## config.mk

```make
export PLATFORM = sky130hd
export DESIGN_NAME = region_allocator_fit_coalesce_top
export DESIGN_NICKNAME = d
export VERILOG_FILES = /design/src/rtl/rac_pkg.sv /design/src/rtl/rac_cell.sv /design/src/rtl/rac_chain.sv /design/src/rtl/region_allocator_fit_coalesce_top.sv
export SDC_FILE = /design/constraint.sdc
export NUM_CORES = 2
export LEC_CHECK = 0
export ABC_AREA = 1
export BUFFER_PORTS_ARGS = -buffer_cell sky130_fd_sc_hd__buf_2
export CAP_MARGIN = 40
export CORE_MARGIN = 2
export CORE_UTILIZATION = 25
export DETAILED_ROUTE_END_ITERATION = 12
export HOLD_SLACK_MARGIN = 0.12
export PLACE_DENSITY = 0.38
export SLEW_MARGIN = 20
export SYNTH_ARGS = -nofsm -noshare
export SYNTH_HDL_FRONTEND = slang
export SYNTH_SLANG_ARGS = --single-unit
```

## constraint.sdc

```tcl
create_clock -name clk -period 16.14 [get_ports clk]
set_input_delay 0.807 -clock clk [delete_from_list [all_inputs] [get_ports clk]]
set_output_delay 0.807 -clock clk [all_outputs]
set_load 0.05 [all_outputs]
```

## src/rtl/rac_pkg.sv

```systemverilog
// Shared types and constants for the region allocator.
package rac_pkg;

  localparam int MAX_BLOCKS       = 64;
  localparam int REGION_MAX_BYTES = 1048576;
  localparam int HEADER_BYTES     = 16;
  localparam int PAGE_BYTES       = 4096;
  localparam int ALIGN_BYTES      = 8;

  localparam int IDX_W  = $clog2(MAX_BLOCKS);
  localparam int CNT_W  = $clog2(MAX_BLOCKS + 1);
  localparam int ADDR_W = 20;
  localparam int TOT_W  = 21;
  localparam int SIZE_W = 22;

  typedef enum logic [1:0] {
    OP_INIT  = 2'd0,
    OP_ALLOC = 2'd1,
    OP_FREE  = 2'd2,
    OP_BAD   = 2'd3
  } opcode_t;

  typedef enum logic [1:0] {
    STS_OK          = 2'd0,
    STS_BAD_ARGS    = 2'd1,
    STS_NO_SPACE    = 2'd2,
    STS_BAD_POINTER = 2'd3
  } status_t;

  typedef enum logic [1:0] {
    FIT_BEST  = 2'd0,
    FIT_WORST = 2'd1,
    FIT_FIRST = 2'd2,
    FIT_OTHER = 2'd3
  } fit_t;

  typedef enum logic [2:0] {
    CMD_HOLD,
    CMD_ROT,
    CMD_INS,
    CMD_REM,
    CMD_SETF,
    CMD_LOAD
  } cell_op_t;

  typedef struct packed {
    logic [ADDR_W-1:0] start;
    logic              free;
  } entry_t;

  typedef struct packed {
    cell_op_t          op;
    logic [IDX_W-1:0]  pos;
    logic [ADDR_W-1:0] start;
    logic              free;
  } cell_cmd_t;

  typedef enum logic [3:0] {
    ST_IDLE,
    ST_INIT,
    ST_SCAN,
    ST_RESOLVE,
    ST_INS,
    ST_MARK,
    ST_FMARK,
    ST_REMA,
    ST_REMB,
    ST_DONE
  } state_t;

endpackage

```

## src/rtl/rac_cell.sv

```systemverilog
// One table slot: holds a block entry and trades it with its neighbors.
module rac_cell (
  input  logic                      clk,
  input  rac_pkg::cell_cmd_t        cmd,
  input  logic [rac_pkg::IDX_W-1:0] idx,
  input  rac_pkg::entry_t           left,
  input  rac_pkg::entry_t           right,
  output rac_pkg::entry_t           ent
);

  always_ff @(posedge clk) begin
    case (cmd.op)
      rac_pkg::CMD_ROT: begin
        ent <= right;
      end
      rac_pkg::CMD_INS: begin
        if (idx > cmd.pos) begin
          ent <= left;
        end else if (idx == cmd.pos) begin
          ent.start <= cmd.start;
          ent.free  <= 1'b1;
        end
      end
      rac_pkg::CMD_REM: begin
        if (idx >= cmd.pos) begin
          ent <= right;
        end
      end
      rac_pkg::CMD_SETF: begin
        if (idx == cmd.pos) begin
          ent.free <= cmd.free;
        end
      end
      rac_pkg::CMD_LOAD: begin
        if (idx == cmd.pos) begin
          ent.start <= cmd.start;
          ent.free  <= cmd.free;
        end
      end
      default: begin
      end
    endcase
  end

endmodule

```

## src/rtl/rac_chain.sv

```systemverilog
// Ring of table cells; exposes the head, its successor and the tail.
module rac_chain (
  input  logic               clk,
  input  rac_pkg::cell_cmd_t cmd,
  output rac_pkg::entry_t    head,
  output rac_pkg::entry_t    second,
  output rac_pkg::entry_t    tail
);

  rac_pkg::entry_t ents [rac_pkg::MAX_BLOCKS];

  for (genvar k = 0; k < rac_pkg::MAX_BLOCKS; k++) begin : g_cell
    rac_cell u_cell (
      .clk   (clk),
      .cmd   (cmd),
      .idx   (rac_pkg::IDX_W'(k)),
      .left  (ents[(k + rac_pkg::MAX_BLOCKS - 1) % rac_pkg::MAX_BLOCKS]),
      .right (ents[(k + 1) % rac_pkg::MAX_BLOCKS]),
      .ent   (ents[k])
    );
  end

  assign head   = ents[0];
  assign second = ents[1];
  assign tail   = ents[rac_pkg::MAX_BLOCKS-1];

endmodule

```

## src/rtl/region_allocator_fit_coalesce_top.sv

```systemverilog
// Top level of the region allocator: request control and the block table ring.
//
// Manages one region as an address-ordered table of up to MAX_BLOCKS blocks held
// in a ring of cells. Init and requests that fail their argument checks skip the
// scan. Allocate and free rotate the whole ring once, one entry per cycle past
// the head cell, so the search visits every cell whatever the table fill, and a
// resolve step then settles the pick. After that an allocate may split-insert
// the leftover block and then marks busy, and a free marks free and then does
// up to two merges; the result is then posted and the block goes back to idle
// before the next request is taken. One request is worked at a time; a new
// request is taken once the previous one has been handed to the output
// register, even if that result is still waiting to be taken. Table entries
// have no reset; only entries below the block count are ever used.
module region_allocator_fit_coalesce_top (
  input  logic        clk,
  input  logic        rst,
  input  logic        s_tvalid,
  output logic        s_tready,
  input  logic [63:0] s_tdata,   // region_request[20:0], request_bytes[41:21],
                                 // payload_offset[61:42], zero pad
  input  logic [4:0]  s_tuser,   // opcode[1:0], fit_style[3:2], pointer_is_null[4]
  output logic        m_tvalid,
  input  logic        m_tready,
  output logic [23:0] m_tdata,   // granted_offset[19:0], zero pad
  output logic [2:0]  m_tuser    // status[1:0], granted_valid[2]
);

  rac_pkg::state_t state, state_next;
  rac_pkg::cell_cmd_t cmd;
  rac_pkg::entry_t head, second, tail;

  // Request fields held for the length of the request
  rac_pkg::opcode_t              op;
  rac_pkg::fit_t                 style;
  logic [rac_pkg::SIZE_W-1:0]    size_r;
  logic [rac_pkg::ADDR_W-1:0]    off_r;
  logic [rac_pkg::SIZE_W-1:0]    tot_round;
  logic [rac_pkg::TOT_W-1:0]     init_total;

  // Allocator state
  logic                          ready;
  logic [rac_pkg::CNT_W-1:0]     count;
  logic [rac_pkg::TOT_W-1:0]     total;

  // Scan bookkeeping
  logic [rac_pkg::IDX_W-1:0]     idx;
  logic                          found;
  logic [rac_pkg::IDX_W-1:0]     pick;
  logic [rac_pkg::ADDR_W-1:0]    pick_start;
  logic [rac_pkg::SIZE_W-1:0]    psize;
  logic                          prev_free;
  logic                          next_free;

  // Result waiting to be posted
  rac_pkg::status_t              res_status;
  logic [rac_pkg::ADDR_W-1:0]    res_offset;
  logic                          res_valid;

  logic                          accept;
  logic                          in_range;
  logic                          has_next;
  logic [rac_pkg::SIZE_W-1:0]    blk_end;
  logic [rac_pkg::SIZE_W-1:0]    blk_size;
  logic                          fit_hit;
  logic                          fit_take;
  logic                          free_hit;
  logic                          split;
  logic                          out_free;
  logic [rac_pkg::SIZE_W-1:0]    in_round8;

  rac_chain u_chain (
    .clk    (clk),
    .cmd    (cmd),
    .head   (head),
    .second (second),
    .tail   (tail)
  );

  assign s_tready = (state == rac_pkg::ST_IDLE);
  assign accept   = s_tvalid && s_tready;
  assign out_free = !m_tvalid || m_tready;

  // Round the init size up to a page, the allocate size up to 8 bytes
  assign tot_round = ({1'b0, s_tdata[20:0]} + rac_pkg::SIZE_W'(rac_pkg::PAGE_BYTES - 1))
                     & ~rac_pkg::SIZE_W'(rac_pkg::PAGE_BYTES - 1);
  assign in_round8 = ({1'b0, s_tdata[41:21]} + rac_pkg::SIZE_W'(rac_pkg::ALIGN_BYTES - 1))
                     & ~rac_pkg::SIZE_W'(rac_pkg::ALIGN_BYTES - 1);

  // Head cell holds entry idx, its neighbor entry idx+1, the tail entry idx-1
  assign in_range = {1'b0, idx} < count;
  assign has_next = ({1'b0, idx} + rac_pkg::CNT_W'(1)) < count;
  assign blk_end  = has_next ? rac_pkg::SIZE_W'(second.start) : rac_pkg::SIZE_W'(total);
  assign blk_size = blk_end - rac_pkg::SIZE_W'(head.start)
                    - rac_pkg::SIZE_W'(rac_pkg::HEADER_BYTES);
  assign fit_hit  = in_range && head.free && (blk_size >= size_r);
  assign fit_take = fit_hit && (!found
                    || (style == rac_pkg::FIT_BEST  && blk_size < psize)
                    || (style == rac_pkg::FIT_WORST && blk_size > psize));
  assign free_hit = in_range && !head.free && !found
                    && (rac_pkg::TOT_W'(head.start) + rac_pkg::TOT_W'(rac_pkg::HEADER_BYTES)
                        == {1'b0, off_r});
  assign split    = ((psize - size_r) > rac_pkg::SIZE_W'(rac_pkg::HEADER_BYTES))
                    && (count < rac_pkg::CNT_W'(rac_pkg::MAX_BLOCKS));

  // Next state
  always_comb begin
    state_next = state;
    case (state)
      rac_pkg::ST_IDLE: begin
        if (accept) begin
          case (rac_pkg::opcode_t'(s_tuser[1:0]))
            rac_pkg::OP_INIT: begin
              if (s_tdata[20:0] == '0 || ready
                  || tot_round > rac_pkg::SIZE_W'(rac_pkg::REGION_MAX_BYTES)) begin
                state_next = rac_pkg::ST_DONE;
              end else begin
                state_next = rac_pkg::ST_INIT;
              end
            end
            rac_pkg::OP_ALLOC: begin
              state_next = ready ? rac_pkg::ST_SCAN : rac_pkg::ST_DONE;
            end
            rac_pkg::OP_FREE: begin
              state_next = (ready && !s_tuser[4]) ? rac_pkg::ST_SCAN : rac_pkg::ST_DONE;
            end
            default: begin
              state_next = rac_pkg::ST_DONE;
            end
          endcase
        end
      end
      rac_pkg::ST_INIT: begin
        state_next = rac_pkg::ST_DONE;
      end
      rac_pkg::ST_SCAN: begin
        if (idx == rac_pkg::IDX_W'(rac_pkg::MAX_BLOCKS - 1)) begin
          state_next = rac_pkg::ST_RESOLVE;
        end
      end
      rac_pkg::ST_RESOLVE: begin
        if (!found) begin
          state_next = rac_pkg::ST_DONE;
        end else if (op == rac_pkg::OP_ALLOC) begin
          state_next = split ? rac_pkg::ST_INS : rac_pkg::ST_MARK;
        end else begin
          state_next = rac_pkg::ST_FMARK;
        end
      end
      rac_pkg::ST_INS: begin
        state_next = rac_pkg::ST_MARK;
      end
      rac_pkg::ST_MARK: begin
        state_next = rac_pkg::ST_DONE;
      end
      rac_pkg::ST_FMARK: begin
        if (prev_free) begin
          state_next = rac_pkg::ST_REMA;
        end else if (next_free) begin
          state_next = rac_pkg::ST_REMB;
        end else begin
          state_next = rac_pkg::ST_DONE;
        end
      end
      rac_pkg::ST_REMA: begin
        state_next = next_free ? rac_pkg::ST_REMB : rac_pkg::ST_DONE;
      end
      rac_pkg::ST_REMB: begin
        state_next = rac_pkg::ST_DONE;
      end
      rac_pkg::ST_DONE: begin
        if (out_free) begin
          state_next = rac_pkg::ST_IDLE;
        end
      end
      default: begin
        state_next = rac_pkg::ST_IDLE;
      end
    endcase
  end

  // Commands to the cell ring
  always_comb begin
    cmd.op    = rac_pkg::CMD_HOLD;
    cmd.pos   = '0;
    cmd.start = '0;
    cmd.free  = 1'b0;
    case (state)
      rac_pkg::ST_INIT: begin
        cmd.op   = rac_pkg::CMD_LOAD;
        cmd.free = 1'b1;
      end
      rac_pkg::ST_SCAN: begin
        cmd.op = rac_pkg::CMD_ROT;
      end
      rac_pkg::ST_INS: begin
        // Open a slot after the pick and place the leftover free block there
        cmd.op    = rac_pkg::CMD_INS;
        cmd.pos   = pick + rac_pkg::IDX_W'(1);
        cmd.start = rac_pkg::ADDR_W'(rac_pkg::SIZE_W'(pick_start)
                    + rac_pkg::SIZE_W'(rac_pkg::HEADER_BYTES) + size_r);
      end
      rac_pkg::ST_MARK: begin
        cmd.op  = rac_pkg::CMD_SETF;
        cmd.pos = pick;
      end
      rac_pkg::ST_FMARK: begin
        cmd.op   = rac_pkg::CMD_SETF;
        cmd.pos  = pick;
        cmd.free = 1'b1;
      end
      rac_pkg::ST_REMA: begin
        // Merge into the free block before: drop the freed entry
        cmd.op  = rac_pkg::CMD_REM;
        cmd.pos = pick;
      end
      rac_pkg::ST_REMB: begin
        // Drop the free block after; it slid down if the first merge happened
        cmd.op  = rac_pkg::CMD_REM;
        cmd.pos = prev_free ? pick : pick + rac_pkg::IDX_W'(1);
      end
      default: begin
      end
    endcase
  end

  // Control registers
  always_ff @(posedge clk) begin
    if (rst) begin
      state    <= rac_pkg::ST_IDLE;
      ready    <= 1'b0;
      count    <= '0;
      total    <= '0;
      m_tvalid <= 1'b0;
    end else begin
      state <= state_next;
      if (state == rac_pkg::ST_INIT) begin
        ready <= 1'b1;
        count <= rac_pkg::CNT_W'(1);
        total <= init_total;
      end
      if (state == rac_pkg::ST_INS) begin
        count <= count + rac_pkg::CNT_W'(1);
      end
      if (state == rac_pkg::ST_REMA || state == rac_pkg::ST_REMB) begin
        count <= count - rac_pkg::CNT_W'(1);
      end
      if (state == rac_pkg::ST_DONE && out_free) begin
        m_tvalid <= 1'b1;
      end else if (m_tready) begin
        m_tvalid <= 1'b0;
      end
    end
  end

  // Request and scan data path
  always_ff @(posedge clk) begin
    if (accept) begin
      op         <= rac_pkg::opcode_t'(s_tuser[1:0]);
      style      <= rac_pkg::fit_t'(s_tuser[3:2]);
      size_r     <= in_round8;
      off_r      <= s_tdata[61:42];
      init_total <= rac_pkg::TOT_W'(tot_round);
      idx        <= '0;
      found      <= 1'b0;
      res_offset <= '0;
      res_valid  <= 1'b0;
      case (rac_pkg::opcode_t'(s_tuser[1:0]))
        rac_pkg::OP_INIT:  res_status <= (s_tdata[20:0] == '0 || ready
                             || tot_round > rac_pkg::SIZE_W'(rac_pkg::REGION_MAX_BYTES))
                             ? rac_pkg::STS_BAD_ARGS : rac_pkg::STS_OK;
        rac_pkg::OP_ALLOC: res_status <= rac_pkg::STS_NO_SPACE;
        rac_pkg::OP_FREE:  res_status <= s_tuser[4] ? rac_pkg::STS_OK
                             : rac_pkg::STS_BAD_POINTER;
        default:           res_status <= rac_pkg::STS_BAD_ARGS;
      endcase
    end
    if (state == rac_pkg::ST_SCAN) begin
      idx <= idx + rac_pkg::IDX_W'(1);
      if (op == rac_pkg::OP_ALLOC && fit_take) begin
        found      <= 1'b1;
        pick       <= idx;
        pick_start <= head.start;
        psize      <= blk_size;
      end
      if (op == rac_pkg::OP_FREE && free_hit) begin
        found     <= 1'b1;
        pick      <= idx;
        prev_free <= (idx != '0) && tail.free;
        next_free <= has_next && second.free;
      end
    end
    if (state == rac_pkg::ST_MARK) begin
      res_status <= rac_pkg::STS_OK;
      res_offset <= rac_pkg::ADDR_W'(pick_start + rac_pkg::ADDR_W'(rac_pkg::HEADER_BYTES));
      res_valid  <= 1'b1;
    end
    if (state == rac_pkg::ST_FMARK) begin
      res_status <= rac_pkg::STS_OK;
    end
    if (state == rac_pkg::ST_DONE && out_free) begin
      m_tdata <= {{(24 - rac_pkg::ADDR_W){1'b0}}, res_offset};
      m_tuser <= {res_valid, res_status};
    end
  end

  // Table never holds more entries than there are cells
  a_count_bound: assert property (@(posedge clk) disable iff (rst)
    count <= rac_pkg::CNT_W'(rac_pkg::MAX_BLOCKS))
    else $error("block count exceeds table size");

  // A grant always comes with an ok status
  a_grant_ok: assert property (@(posedge clk) disable iff (rst)
    (m_tvalid && m_tuser[2]) |-> (m_tuser[1:0] == rac_pkg::STS_OK))
    else $error("grant with failing status");

  // A split adds exactly one entry
  a_split_count: assert property (@(posedge clk) disable iff (rst)
    (state == rac_pkg::ST_INS) |=> (count == $past(count) + rac_pkg::CNT_W'(1)))
    else $error("split did not grow the table");

  // Once the region is set up it stays set up
  a_ready_sticky: assert property (@(posedge clk) disable iff (rst)
    ready |=> ready)
    else $error("region lost its setup");

  // A merge never empties a live table
  a_merge_nonempty: assert property (@(posedge clk) disable iff (rst)
    (state == rac_pkg::ST_REMA || state == rac_pkg::ST_REMB) |-> (count > rac_pkg::CNT_W'(1)))
    else $error("merge on a single-entry table");

endmodule
```

==> flow_metrics.py <==
metrics = {
    "grt": {
        "grt_max_degree": 217,
        "grt_pass1_wl_mm": 460.3,
        "antenna_found_initial": 17,
        "track_usage": 0.1927,
        "grt_pass1_vias": 64950,
        "grt_overflow": 0,
    },
    "drt": {
        "via_per_inst": 5.050,
        "ant_nets": 0,
        "wl_per_cell_um": 24.58,
        "wirelength_mm": 315.3,
        "drc_errors": 0,
        "drtPass1Iterations": 8,
        "first_iter_violations": 5953,
        "vias": 64790,
    },
    "clock_network": {
        "cts_tree": "yes",
        "clock-sinks": 1521,
        "cts_buffers": 194,
        "clk_pin_slew_worst_paths_ns": 0.06,
        "holdBufCountCts": 22,
        "htreeDepth": 4,
        "ctsResizeCount": 0,
        "cts_max_path_buffers": 4,
        "clockRootBuffer": "clkbuf_16",
        "postCtsSetupBuffers": 0,
        "clkLatencyLatePin_ns": 0.89,
    },
    "pwr": {
        "powerDensity_nw_per_um2": 239.2,
        "p_sw_uw": 9014,
        "p_seq_frac": 0.413,
        "p_clk_frac": 0.190,
        "fin_total_pwr_uw": 21740,
        "p_comb_frac": 0.396,
        "p_leak_uw": 0.03599,
        "irDropWorstVdd_mv": 0.1481,
        "netSwitchingFraction": 0.4147,
        "cell_internal_pwr_uw": 12720,
    },
    "synthesis": {
        "synthAdderAreaFrac": 0.02425,
        "synth_edf_count": 1495,
        "synth_warnings": 0,
        "synth_xor_area_frac": 0.008777,
        "synth-async-reset-ratio": 0,
        "synth_area_per_cell_um2": 9.254,
        "ys.flop_type": "edfxtp_1",
        "synth_top_family_by_area": "simple AND/OR/NAND/NOR gates",
        "synthMuxAreaShare": 0.0001270,
        "ys_ff_latch": 1521,
        "netlist_instances": 8519,
        "ys_types": 58,
        "syn_area_um2": 78830,
        "ys_seq_area_frac": 0.5761,
        "synth_compound_gate_area_share": 0.1563,
        "synthSimpleGateAreaFrac": 0.1755,
    },
    "sta": {
        "setup_violations": 0,
        "maxClockFrequency_ghz": 0.1329,
        "hold_slack_ns": 0.2021,
        "rsz0062_at_grt": "false",
        "hold_viol": 0,
        "layout_min_cycle_time_ns": 7.523,
        "finalCritPeriodShare": 0.4661,
        "tightest_slew_ns": 1.126,
        "drv_slew": 0,
        "fin_ws_ns": 8.617,
        "relSlewSlack": 0.2493,
        "fin_skew_ns": 0.07109,
        "tns_ns": 0,
    },
    "setup_path": {
        "worst-path-max-fanout": 28,
        "r2r_end": "pick_start[11]",
        "worstRegToRegCells": 32,
        "critPathBufInv": 6,
        "path_common_cell": "nand2_1",
        "cpPeakStageDelay_ns": 0.61,
        "path_delay_family": "simple AND/OR/NAND/NOR gates",
        "r2r-start": "idx[0]",
        "start_kind": "flop",
        "crit_slowest_cell": "inv_1",
        "cp-end-kind": "flop",
        "cp.depth": 32,
        "crit_type": "reg -> reg",
        "crit_arrival_ns": 8.07,
        "endpoint": "pick_start[11]",
        "r2r_slack_ns": 8.62,
        "critical_path_required_ns": 16.68,
        "cp-startpoint": "idx[0]",
    },
    "layout": {
        "layout-drive-gt1-share": 0.09152,
        "num-nets-final": 8751,
        "fin_area_um2": 90870,
        "area_growth_syn_to_layout_pct": 15.27,
    },
    "die": {
        "die_x_um": 565.5,
        "core.rowCount": 206,
        "start_util": 0.2507,
        "coreArea_um2": 314500,
        "fp.dieH_um": 565.5,
        "pin_count": 102,
        "die_area_um2": 319800,
    },
    "status": {
        "status": "finished clean",
    },
    "flow_run": {
        "drv_cap": 0,
    },
    "place": {
        "dpl_cell_area_um2": 84730,
        "dp_slack_ns": 8.606,
        "routabilityCongestion": 0.8223,
        "port_buffers": 95,
        "dp_hpwl_mm": 220.5,
    },
    "min_path": {
        "hold_path.class": "in -> reg",
        "worstHoldPathCells": 1,
    },
}
[metal layers]
layer | track usage | share of wire | vias to the layer above
met5 | 0 | 0 | -
met4 | 0.04676 | 0.025 | 0
met3 | 0.02516 | 0.057 | 353
met2 | 0.3051 | 0.45 | 1937
met1 | 0.2769 | 0.47 | 32440
li1 | - | - | 30060
[registers in the layout (all words and copies together), names as in the netlist, 2 cells and up]
register and count:
u_chain.g_cell.u_cell.ent 1344, psize 22, m_tdata 20, off_r 20, pick_start 20, res_offset 20
size_r 19, init_total 9, total 9, count 7, idx 6, pick 6
state 4, m_tuser 3, op 2, res_status 2, style 2
[cell usage in the layout (no fill, tap or decap), types with 22 or more instances in the layout]
cell type,n
inv_1,572
clkinv_1,52
nand3_1,189
xnor2_1,33
buf_4,192
clkbuf_1,50
o22ai_1,660
nor2_1,362
o21ai_0,666
o221ai_1,103
dlygate4sd3_1,22
o211ai_1,211
clkinv_2,27
ha_1,148
clkbuf_16,196
a21oi_1,248
nor3_1,40
nand4_1,40
edfxtp_1,1495
dfxtp_1,26
inv_2,81
nor2_2,46
nor2_4,40
buf_2,95
o21ai_1,97
nand2_1,2721
xor2_1,46
[cells by family (layout without fill, tap and decap cells)]
| logic type | after synthesis | in the layout |
|---|---|---|
| other cells | 1 | 8 |
| flops | 1521 | 1521 |
| compound gates | 2064 | 2064 |
| mux | 1 | 1 |
| fa+ha+maj | 151 | 151 |
| buf+inv | 1203 | 1346 |
| simple gates | 3499 | 3499 |
| xor+xnor | 79 | 79 |
[final cells by class]
| cell class | count | area [µm²] |
|---|---|---|
| Inverter | 668 | 2525 |
| Tap cell | 4160 | 5205 |
| Timing Repair Buffer | 344 | 2750 |
| Fill cell | 33390 | 223600 |
| Multi-Input combinational cell | 5798 | 29160 |
| Sequential cell | 1521 | 45410 |
| Clock inverter | 82 | 624.3 |
| Clock buffer | 252 | 5175 |
| Antenna cell | 4 | 10.01 |
[cells in the mapped netlist (46+ instances only)]
| master | n | area share |
|---|---|---|
| nor3_1 | 53 | 0.0034 |
| o211ai_1 | 211 | 0.020 |
| ha_1 | 148 | 0.023 |
| inv_1 | 584 | 0.028 |
| nor2_1 | 412 | 0.020 |
| edfxtp_1 | 1495 | 0.57 |
| xor2_1 | 46 | 0.0051 |
| nand2_1 | 2721 | 0.13 |
| buf_2 | 79 | 0.0050 |
| inv_2 | 67 | 0.0032 |
| o22ai_1 | 660 | 0.052 |
| o21ai_0 | 666 | 0.042 |
| a21oi_1 | 253 | 0.016 |
| o21ai_1 | 97 | 0.0062 |
| o221ai_1 | 103 | 0.011 |
| nand3_1 | 192 | 0.012 |
| clkbuf_1 | 422 | 0.020 |
[how the worst min path moves through the flow]
stage | start | to
after floorplan | res_offset[0] | m_tdata[0]
after global placement | res_offset[19] | m_tdata[19]
after detailed placement | res_offset[19] | m_tdata[19]
after CTS | s_tuser[1] | op[1]
after global routing | s_tuser[1] | op[1]
final | s_tuser[1] | op[1]
[metrics by stage]
stage | cells | util
floorplan | 8522 | -
global placement | 12430 | 0.2677
detailed placement | 12460 | 0.2695
CTS | 12820 | 0.2886
global route | 12830 | 0.2889
finish | 12830 | 0.2890
[power by group through the flow]
stage	combinational [µW]	sequential (µW)	clock, µW
finish	8610	8990	4130
global placement	8470	9000	0
global route	9770	9190	4370
CTS	8680	8970	4230
detailed placement	8630	9020	0
floorplan	5770	8480	0
(Power assumes the default switching activity.)
